**config.mk**
```make
export PLATFORM = sky130hd
export DESIGN_NAME = varint_length_prefix_deframer_core
export DESIGN_NICKNAME = d
export VERILOG_FILES = /design/src/rtl/vlpd_pkg.sv /design/src/rtl/varint_length_prefix_deframer_core.sv /design/src/rtl/vlpd_front.sv /design/src/rtl/vlpd_queue.sv /design/src/rtl/vlpd_back.sv
export SDC_FILE = /design/constraint.sdc
export NUM_CORES = 1
export LEC_CHECK = 0
export ABC_AREA = 1
export ABC_CLOCK_PERIOD_IN_PS = 6650
export BUFFER_PORTS_ARGS = -buffer_cell sky130_fd_sc_hd__clkbuf_2
export CAP_MARGIN = 20
export CORE_AREA = 4 4 125 127
export CTS_CLUSTER_SIZE = 40
export DETAILED_ROUTE_END_ITERATION = 12
export DIE_AREA = 0 0 129 131
export GPL_TIMING_DRIVEN = 0
export PLACE_DENSITY = 0.64
export SYNTH_ARGS = -nofsm -noshare
export SYNTH_HDL_FRONTEND = slang
export SYNTH_HIERARCHICAL = 1
export SYNTH_SLANG_ARGS = --single-unit
```
**constraint.sdc**
```tcl
create_clock -name clk -period 6.65 [get_ports clk]
set_clock_uncertainty 0.15 [all_clocks]
set_input_delay 0.3325 -clock clk [delete_from_list [all_inputs] [get_ports clk]]
set_output_delay 0.3325 -clock clk [all_outputs]
set_load 0.1 [all_outputs]
```
**src/rtl/vlpd_pkg.sv**
```systemverilog
// Shared types and constants for the VarInt length-prefix deframer.
package vlpd_pkg;

  // Result kinds
  localparam logic [1:0] KIND_PAYLOAD  = 2'd0;
  localparam logic [1:0] KIND_EMPTY    = 2'd1;
  localparam logic [1:0] KIND_TOO_LONG = 2'd2;
  localparam logic [1:0] KIND_NEGATIVE = 2'd3;

  // Prefix coding
  localparam logic [7:0] VALUE_MASK       = 8'h7F;
  localparam logic [7:0] CONT_BIT         = 8'h80;
  localparam int         LENGTH_BITS      = 32;
  localparam logic [2:0] MAX_PREFIX_BYTES = 3'd5;
  localparam logic [4:0] GROUP_BITS       = 5'd7;

  // Default depth of the queue between parser and output stage
  localparam int QUEUE_DEPTH = 2;

  // One result item
  typedef struct packed {
    logic [7:0] data;
    logic [1:0] kind;
    logic       first;
    logic       last;
  } vlpd_result_t;

endpackage

```
**src/rtl/varint_length_prefix_deframer_core.sv**
```systemverilog
// Top level of the VarInt length-prefix deframer.
// Takes one stream byte per cycle while in_ready is high: each byte is either
// part of a little-endian base-128 length prefix or a payload byte, and the
// block emits at most one result per byte (payload byte with first/last marks,
// empty packet, prefix too long, or negative length). Prefix or countdown state
// updates as each byte is taken, so bytes go back to back while the queue has
// room; a result is written to the queue and then to the output register.
// A queue of QDEPTH entries and an output register separate the parser from
// the result channel, so in_ready drops only while the queue is full.
module varint_length_prefix_deframer_core
  import vlpd_pkg::*;
#(
  parameter int QDEPTH = QUEUE_DEPTH
) (
  input  logic       clk,
  input  logic       rst_n,
  input  logic       in_valid,
  output logic       in_ready,
  input  logic [7:0] in_byte,
  output logic       out_valid,
  input  logic       out_ready,
  output logic [7:0] out_byte,
  output logic [1:0] out_kind,
  output logic       out_first_of_packet,
  output logic       out_last_of_packet
);

  logic         accept;
  logic         res_valid;
  vlpd_result_t res;
  logic         q_valid;
  logic         q_pop;
  vlpd_result_t q_data;
  vlpd_result_t out_data;

  assign accept = in_valid && in_ready;

  vlpd_front u_front (
    .clk       (clk),
    .rst_n     (rst_n),
    .accept    (accept),
    .in_byte   (in_byte),
    .res_valid (res_valid),
    .res       (res)
  );

  vlpd_queue #(
    .DEPTH (QDEPTH)
  ) u_queue (
    .clk       (clk),
    .rst_n     (rst_n),
    .push      (accept && res_valid),
    .push_data (res),
    .not_full  (in_ready),
    .pop       (q_pop),
    .not_empty (q_valid),
    .pop_data  (q_data)
  );

  vlpd_back u_back (
    .clk       (clk),
    .rst_n     (rst_n),
    .q_valid   (q_valid),
    .q_data    (q_data),
    .q_pop     (q_pop),
    .out_valid (out_valid),
    .out_ready (out_ready),
    .out_data  (out_data)
  );

  assign out_byte            = out_data.data;
  assign out_kind            = out_data.kind;
  assign out_first_of_packet = out_data.first;
  assign out_last_of_packet  = out_data.last;

endmodule

```
**src/rtl/vlpd_front.sv**
```systemverilog
// Front end: parses the length prefix, tracks payload bytes, classifies each byte.
module vlpd_front
  import vlpd_pkg::*;
(
  input  logic         clk,
  input  logic         rst_n,
  input  logic         accept,
  input  logic [7:0]   in_byte,
  output logic         res_valid,
  output vlpd_result_t res
);

  logic                   in_payload_r, in_payload_nxt;
  logic [LENGTH_BITS-1:0] accum_r, accum_nxt;
  logic [2:0]             pcount_r, pcount_nxt;
  logic [LENGTH_BITS-2:0] remain_r, remain_nxt;
  logic                   first_r, first_nxt;

  logic [4:0]             shift_amt;
  logic [LENGTH_BITS-1:0] accum_or;
  logic [2:0]             pcount_inc;
  logic                   last_byte;

  // Merge the next seven value bits at their group position
  assign shift_amt  = 5'(pcount_r) * GROUP_BITS;
  assign accum_or   = accum_r | (LENGTH_BITS'(in_byte & VALUE_MASK) << shift_amt);
  assign pcount_inc = pcount_r + 3'd1;
  assign last_byte  = (remain_r <= (LENGTH_BITS-1)'(1));

  // Classify the byte and work out the next parser state
  always_comb begin
    in_payload_nxt = in_payload_r;
    accum_nxt      = accum_r;
    pcount_nxt     = pcount_r;
    remain_nxt     = remain_r;
    first_nxt      = first_r;
    res_valid      = 1'b0;
    res            = '{data: 8'd0, kind: KIND_PAYLOAD, first: 1'b0, last: 1'b0};

    if (in_payload_r) begin
      res_valid = 1'b1;
      res       = '{data: in_byte, kind: KIND_PAYLOAD, first: first_r, last: last_byte};
      first_nxt = 1'b0;
      if (last_byte) begin
        remain_nxt     = '0;
        in_payload_nxt = 1'b0;
        accum_nxt      = '0;
        pcount_nxt     = '0;
      end else begin
        remain_nxt = remain_r - (LENGTH_BITS-1)'(1);
      end
    end else if ((in_byte & CONT_BIT) != 8'd0) begin
      // Continuation: keep gathering, or drop an overlong prefix
      if (pcount_inc >= MAX_PREFIX_BYTES) begin
        res_valid  = 1'b1;
        res.kind   = KIND_TOO_LONG;
        accum_nxt  = '0;
        pcount_nxt = '0;
      end else begin
        accum_nxt  = accum_or;
        pcount_nxt = pcount_inc;
      end
    end else begin
      // Final prefix byte
      accum_nxt  = '0;
      pcount_nxt = '0;
      if (accum_or[LENGTH_BITS-1]) begin
        res_valid = 1'b1;
        res.kind  = KIND_NEGATIVE;
      end else if (accum_or == '0) begin
        res_valid = 1'b1;
        res.kind  = KIND_EMPTY;
        res.last  = 1'b1;
      end else begin
        remain_nxt     = accum_or[LENGTH_BITS-2:0];
        in_payload_nxt = 1'b1;
        first_nxt      = 1'b1;
      end
    end
  end

  // Advance parser state on each transfer
  always_ff @(posedge clk) begin
    if (!rst_n) begin
      in_payload_r <= 1'b0;
      accum_r      <= '0;
      pcount_r     <= '0;
      remain_r     <= '0;
      first_r      <= 1'b0;
    end else if (accept) begin
      in_payload_r <= in_payload_nxt;
      accum_r      <= accum_nxt;
      pcount_r     <= pcount_nxt;
      remain_r     <= remain_nxt;
      first_r      <= first_nxt;
    end
  end

endmodule

```
**src/rtl/vlpd_queue.sv**
```systemverilog
// Short result queue between the parser and the output stage.
module vlpd_queue
  import vlpd_pkg::*;
#(
  parameter int DEPTH = QUEUE_DEPTH
) (
  input  logic         clk,
  input  logic         rst_n,
  input  logic         push,
  input  vlpd_result_t push_data,
  output logic         not_full,
  input  logic         pop,
  output logic         not_empty,
  output vlpd_result_t pop_data
);

  localparam int PW = (DEPTH > 1) ? $clog2(DEPTH) : 1;
  localparam int CW = $clog2(DEPTH + 1);

  vlpd_result_t        mem_r [DEPTH];
  logic [PW-1:0]       wr_ptr_r, wr_ptr_nxt;
  logic [PW-1:0]       rd_ptr_r, rd_ptr_nxt;
  logic [CW-1:0]       count_r, count_nxt;

  assign not_full  = (count_r != CW'(DEPTH));
  assign not_empty = (count_r != '0);
  assign pop_data  = mem_r[rd_ptr_r];

  // Advance pointers with wrap at the queue depth
  always_comb begin
    wr_ptr_nxt = wr_ptr_r;
    rd_ptr_nxt = rd_ptr_r;
    count_nxt  = count_r;
    if (push) begin
      wr_ptr_nxt = (wr_ptr_r == PW'(DEPTH - 1)) ? '0 : wr_ptr_r + PW'(1);
    end
    if (pop) begin
      rd_ptr_nxt = (rd_ptr_r == PW'(DEPTH - 1)) ? '0 : rd_ptr_r + PW'(1);
    end
    if (push && !pop) begin
      count_nxt = count_r + CW'(1);
    end else if (pop && !push) begin
      count_nxt = count_r - CW'(1);
    end
  end

  always_ff @(posedge clk) begin
    if (!rst_n) begin
      wr_ptr_r <= '0;
      rd_ptr_r <= '0;
      count_r  <= '0;
    end else begin
      wr_ptr_r <= wr_ptr_nxt;
      rd_ptr_r <= rd_ptr_nxt;
      count_r  <= count_nxt;
    end
  end

  // Store entries
  always_ff @(posedge clk) begin
    if (push) begin
      mem_r[wr_ptr_r] <= push_data;
    end
  end

endmodule

```
**src/rtl/vlpd_back.sv**
```systemverilog
// Back end: output register that drains the queue onto the result channel.
module vlpd_back
  import vlpd_pkg::*;
(
  input  logic         clk,
  input  logic         rst_n,
  input  logic         q_valid,
  input  vlpd_result_t q_data,
  output logic         q_pop,
  output logic         out_valid,
  input  logic         out_ready,
  output vlpd_result_t out_data
);

  logic         out_valid_r, out_valid_nxt;
  vlpd_result_t out_r;
  logic         load;

  // Refill the register when it is empty or its transfer completes
  assign load          = !out_valid_r || out_ready;
  assign q_pop         = load && q_valid;
  assign out_valid_nxt = load ? q_valid : out_valid_r;

  always_ff @(posedge clk) begin
    if (!rst_n) begin
      out_valid_r <= 1'b0;
    end else begin
      out_valid_r <= out_valid_nxt;
    end
  end

  always_ff @(posedge clk) begin
    if (q_pop) begin
      out_r <= q_data;
    end
  end

  assign out_valid = out_valid_r;
  assign out_data  = out_r;

endmodule

```
Word-level counts from Yosys, hierarchy flattened
Memory sizes are Yosys's and may differ from the RTL's. A register that Yosys moved wholly into a read port is not among the register bits.
Index checks and enable logic that the tools add are counted.
Cells by class
  $add $sub $neg: 6
  $mul: 1
  div/mod/pow operators: 0
  magnitude comparators: 2
  equality and inequality tests: 5
  shift operators: 1
  mux-type cells: 43
  bitwise gates (word level): 1
  reductions and logical operators: 14
Operators with widths (number)
  31-bit two-way mux: 5
  32-bit two-way mux: 4
  32-bit zero test: 1
  32-bit bitwise OR: 1
  7-bit by 5-bit << shifter with 32-bit output: 1
  31-bit by 1-bit <= comparator with 1-bit output (second input constant): 1
  31-bit by 1-bit subtractor with 31-bit output (second input constant): 1
  1-bit two-way mux: 23
  2-bit two-way mux: 6
  3-bit two-way mux: 4
  8-bit two-way mux: 1
  2-bit by 1-bit inequality test with 1-bit output (second input constant): 3
  1-bit logical AND: 5
  3-bit by 3-bit multiplier with 5-bit output (second input constant): 1
  2-bit inequality test (second input constant): 2
  4-bit AND reduction: 1
  2-bit nonzero test: 2
  3-bit by 1-bit adder with 3-bit output (second input constant): 1
  3-bit >= comparator (second input constant): 1
  1-bit zero test: 3
  1-bit adder (second input constant): 2
  2-bit by 1-bit adder with 2-bit output (second input constant): 1
  2-bit AND reduction: 1
  2-bit by 1-bit subtractor with 2-bit output (second input constant): 1
  1-bit logical OR: 1
Word-level totals
  register bits: 73
  latch bits: 0
  RAM bits: 24
  ROM bits: 0
  input bits: 12
  output and inout bits: 14
  logic and storage cells: 83
  memories: 1
Memory list
  u_queue.mem_r: words 2, bits a word 12, read ports 1, clocked after Yosys merged registers in 1, write ports 1, line vlpd_queue.sv:20  | vlpd_result_t mem_r [DEPTH];

Logic depth before layout (Yosys ltp)
  depth after elaboration: 13
  gate-level depth with buffers: 26
  gate-level depth less buffers: 24

By module
Netlist, hierarchy kept.
Modules (own cells, without submodules)
  vlpd_front: instances 1, cells an instance 812, area each 4977.3 sq um, seq. area each 1361.3 sq um
  vlpd_queue: instances 1, cells an instance 72, area each 1132.3 sq um, seq. area each 820.8 sq um
  vlpd_back: instances 1, cells an instance 19, area each 411.6 sq um, seq. area each 380.4 sq um
  varint_length_prefix_deframer_core: instances 1, cells an instance 4, area each 17.5 sq um, seq. area each 0.0 sq um

Worst setup path before layout
OpenSTA, ideal clock, no wires.
  path kind: register to register
  start: register u_front.pcount_r[0]
  end: memory u_queue/mem_r[0][0] in the netlist's numbering, enable pin
  setup time: 0.380 ns
  arrival: 3.547 ns
  required time: 6.120 ns
  slack: 2.572 ns
  cell stages (with the launch flop): 19
  path buffers: 1
  period minus slack after synthesis: 4.078 ns
  cells stage by stage: dfxtp_1 > fa_1 > ha_1 > inv_1 > fa_1 > xnor2_4 > inv_4 > buf_6 > a31oi_2 > nand2_1 > nor2_1 > nand3_2 > nor2_4 > nand2_4 > a31oi_1 > inv_1 > nor2_2 > inv_1 > nor2_1
Between the ends
  longest elaborated chain between the ends: 11
  elaborated cells on any way between the ends: 14
  classes of those cells: 1 x add/sub; 1 x mul; 1 x order compare; 1 x shift; 7 x mux; 1 x bitwise; 2 x reduce/logical
Ends and longest elaborated chain
  start, declared: line vlpd_front.sv:15  | logic [2:0] pcount_r, pcount_nxt;
  start signal, assigned: line vlpd_front.sv:93  | pcount_r <= pcount_nxt;
  3-bit by 3-bit multiplier with 5-bit output: line vlpd_front.sv:25  | assign shift_amt = 5'(pcount_r) * GROUP_BITS;
  7-bit by 5-bit << shifter with 32-bit output: line vlpd_front.sv:26  | assign accum_or = accum_r | (LENGTH_BITS'(in_byte & VALUE_MASK) << shift_amt);
  32-bit bitwise OR: line vlpd_front.sv:26
  32-bit zero test: line vlpd_front.sv:70  | end else if (accum_or == '0) begin
  1-bit two-way mux: line vlpd_front.sv:70
  1-bit two-way mux: line vlpd_front.sv:67  | if (accum_or[LENGTH_BITS-1]) begin
  1-bit two-way mux (*): line vlpd_front.sv:52  | end else if ((in_byte & CONT_BIT) != 8'd0) begin
  1-bit two-way mux (*): line vlpd_front.sv:40  | if (in_payload_r) begin
  net res_valid: line varint_length_prefix_deframer_core.sv:29  | logic res_valid;
  1-bit logical AND (*): line varint_length_prefix_deframer_core.sv:52  | .push (accept && res_valid),
  1-bit two-way mux (*): line vlpd_queue.sv:61  | if (push) begin
  1-bit two-way mux (not written as such) (*): line vlpd_queue.sv:62  | mem_r[wr_ptr_r] <= push_data;
  end, declared: line vlpd_queue.sv:20
Mark *: on every way through the listed nets, which the timed path passes. The rest lies on a longest branch.

Final worst setup path
  start: register u_front.pcount_r[0]
  end: memory u_queue/mem_r[0][6] in the netlist's numbering, enable pin
Same word-level chain as after synthesis.

==> qor.yml <==
die:
  ioPinCount: 26
  die_x_um: 129
  rows: 44
  die_h_um: 131
  start_util: 0.4533
  dieArea_mm2: 0.01690
  core_mm2: 0.01442
logic_synthesis:
  ys_types: 44
  syn_inst: 907
  ys_seq_elements: 110
  synthTopCellsByArea: "dfxtp_1, edfxtp_1, nand2_1"
  yosys_most_used_dff: "dfxtp_1"
  yosysWarnings: 6
  synth_top_area_share: 0.2266
  syn-num-nets: 928
  avgSynthCellArea_um2: 7.209
  syn_area_mm2: 0.006539
  yosysTopAreaCell: "dfxtp_1"
  synthArstFlopShare: 0
  synth_edf_count: 36
  ys_seq_area_frac: 0.3919
layout:
  final_nets: 965
  drive_above_1_share: 0.1243
  area_delta_synth_final_pct: 10.08
  fin_util: 0.4990
  num_antenna_cells: 0
critical_path:
  critPathKind: "reg -> reg"
  worst-path-max-fanout: 12
  cpPeakStageDelay_ns: 0.70
  path_cells: "fa_1 -> ha_1 -> inv_1 -> fa_1 -> clkbuf_2 -> inv_1 -> buf_2 -> nand3_1 -> nand3_1 -> nand2_1 -> inv_1 -> nand2_1 -> nor2_1 -> nand2_1 -> nor2_2 -> nand2_4 -> a31oi_1 -> inv_1 -> nor2_2 -> inv_1 -> nor2_1"
  cp_data_required_time_ns: 6.48
  start_kind: "flop"
  crit_top_cell: "inv_1"
  end_kind: "flop"
  critPathArrivalTime_ns: 4.52
  worstRegToRegCells: 21
  cp_slowest_cell: "nor2_1"
clock_network:
  cts.repair.resized: 0
  cts-root-buf: "clkbuf_16"
  post-cts-setup-buffer-count: 0
  clkLatencyLatePin_ns: 0.36
  path_clk_slew_ns: 0.07
  cts_buffers: 9
  cts.sinks: 110
  clk_path_buf_depth: 2
  cts_tree: "done"
  holdBufCountCts: 0
  cts_max_level: 3
timing:
  tightest_slew_ns: 0.9262
  tns_ns: 0
  setup_slack_ns: 1.963
  period_minus_slack_ns: 4.687
  fmax_mhz: 213.3
  finalCritPeriodShare: 0.7049
  rsz0062_at_grt: "false"
  relSlewSlack: 0.3802
  setup_violations: 0
  hold_violations: 0
  slew_violations: 0
detailed_routing:
  drt-total-wl_mm: 16.51
  drc: 0
  drt_iter0_drc: 425
  num_vias: 5857
  viasPerCell: 5.169
  wl_per_cell_um: 14.57
  first_pass_iters: 5
  detail-route-antenna-nets: 0
power_and_ir_drop:
  p_leak_nw: 3.172
  peakVddDrop_mv: 0.1709
  power_density_mw_per_mm2: 349.9
global_route:
  antenna_found_initial: 0
  track_usage: 0.2065
  grt_max_degree: 22
  grt_pass1_wl_mm: 27.62
  grt-ovfl-total: 0
  grt_pass1_vias: 5502
status:
  status: "complete, no violations"
placement:
  dp_slack_ns: 1.931
  place.gp.congestion: 0.9452
  dpl.hpwl_mm: 12.69
  portBuffers: 25
run:
  maxCapViolCount: 0
min_path:
  hold_path_depth: 4
  hold_path_class: "in -> reg"
-- through the flow --
stage / instance area (um2) / hold slack, ns / cells / power, mW
finish: 7198 / 0.07265 / 1133 / 2.519
global route: 7198 / 0.06759 / 1133 / 2.696
CTS: 7198 / 0.06066 / 1133 / 2.535
detailed placement: 6902 / 0.3021 / 1117 / 1.996
global placement: 6894 / 0.2947 / 1116 / 1.984
floorplan: 6539 / 0.2875 / 907 / 1.777
-- cells in the mapped netlist, drive strengths merged (3+ instances only) --
cell    count
nor4        3
nor3       11
ha          7
a21oi      53
o21bai      6
buf        23
mux2       12
edfxtp     36
inv        96
xnor2      11
nand4      35
a31oi       4
dfxtp      74
nor2      156
nand2     227
xor2       18
clkbuf     20
a22oi      12
o21ai      23
nand3      69
-- area by class of cell --
| cell class | count | area (um2) |
|---|---|---|
| fill | 1459 | 7226 |
| timing repair buffer | 26 | 132.6 |
| inverter | 98 | 372.9 |
| sequential | 110 | 2562 |
| clock inverter | 7 | 71.32 |
| clock buffer | 9 | 225.2 |
| multi-input combinational | 656 | 3362 |
| tap | 184 | 230.2 |
| buffer | 43 | 241.5 |
-- worst paths after layout --
kind	startpoint	to	slack, ns
worst min-delay path	out_ready	u_back/out_valid$_SDFFE_PN0P_	0.07
worst max register to register	u_front/pcount_r[0]$_SDFFE_PN0P_	u_queue/mem_r[0][6]$_DFFE_PP_	1.96
worst max-delay path	u_front/pcount_r[0]$_SDFFE_PN0P_	u_queue/mem_r[0][6]$_DFFE_PP_	1.96
worst min register to register	u_front/accum_r[5]$_SDFFE_PN0P_	u_front/accum_r[5]$_SDFFE_PN0P_	0.31
-- worst max-delay path: cells and delay by family (launching register included) --
kind	cells	cell delay, ns
AND/OR/NAND/NOR	10	1.68
flip-flops	1	0.36
buffers and inverters	7	0.85
adder cells (fa/ha/maj)	3	1.12
AO/OA/AOI/OAI	1	0.16
-- placed cells by master, fill, tap and decap left out, types with 8 or more instances in the layout --
| cell type | instances |
|---|---|
| nand2_1 | 220 |
| nor2_1 | 142 |
| inv_1 | 87 |
| dfxtp_1 | 74 |
| nand3_1 | 62 |
| a21oi_1 | 51 |
| edfxtp_1 | 36 |
| nand4_1 | 35 |
| clkbuf_2 | 26 |
| o21ai_0 | 19 |
| clkbuf_1 | 19 |
| xor2_1 | 18 |
| nor2_2 | 13 |
| a22oi_1 | 12 |
| nor3_1 | 11 |
| xnor2_1 | 10 |
| mux2_4 | 10 |
| clkbuf_16 | 9 |
| buf_2 | 9 |
| buf_6 | 8 |
-- report_power, final --
| group | total (mW) | switching, mW | leakage [nW] | internal, mW |
|---|---|---|---|---|
| clock | 0.532 | 0.267 | 0.146 | 0.266 |
| combinational | 1.10 | 0.788 | 2.08 | 0.316 |
| sequential | 0.882 | 0.0706 | 0.944 | 0.811 |
-- per-layer routing --
layer,track usage,part of all wire,up-vias
met5,0,0,-
met4,0.08030,0.028,0
met3,0.02967,0.053,22
met2,0.3399,0.46,152
met1,0.2753,0.46,2660
li1,-,-,3023
-- flip-flops by register name, indices dropped and copies added (netlist names), named ones only --
signal	count
u_back/out_data	12
u_back/out_valid	1
u_front/accum_r	32
u_front/first_r	1
u_front/in_payload_r	1
u_front/pcount_r	3
u_front/remain_r	31
u_queue/count_r	2
u_queue/mem_r	24
u_queue/rd_ptr_r	1
u_queue/wr_ptr_r	1
-- cell families (layout without fill, tap and decap cells) --
kind of cell,Yosys count,in the layout,synth area share
mux,12,12,0.02641
flops,110,110,0.3919
simple gates,505,505,0.3377
compound gates,101,101,0.08879
buf+inv,141,183,0.09395
xor+xnor,29,29,0.04171
fa+ha+maj,9,9,0.01952
Note: power is estimated with default switching activity, not from simulation.
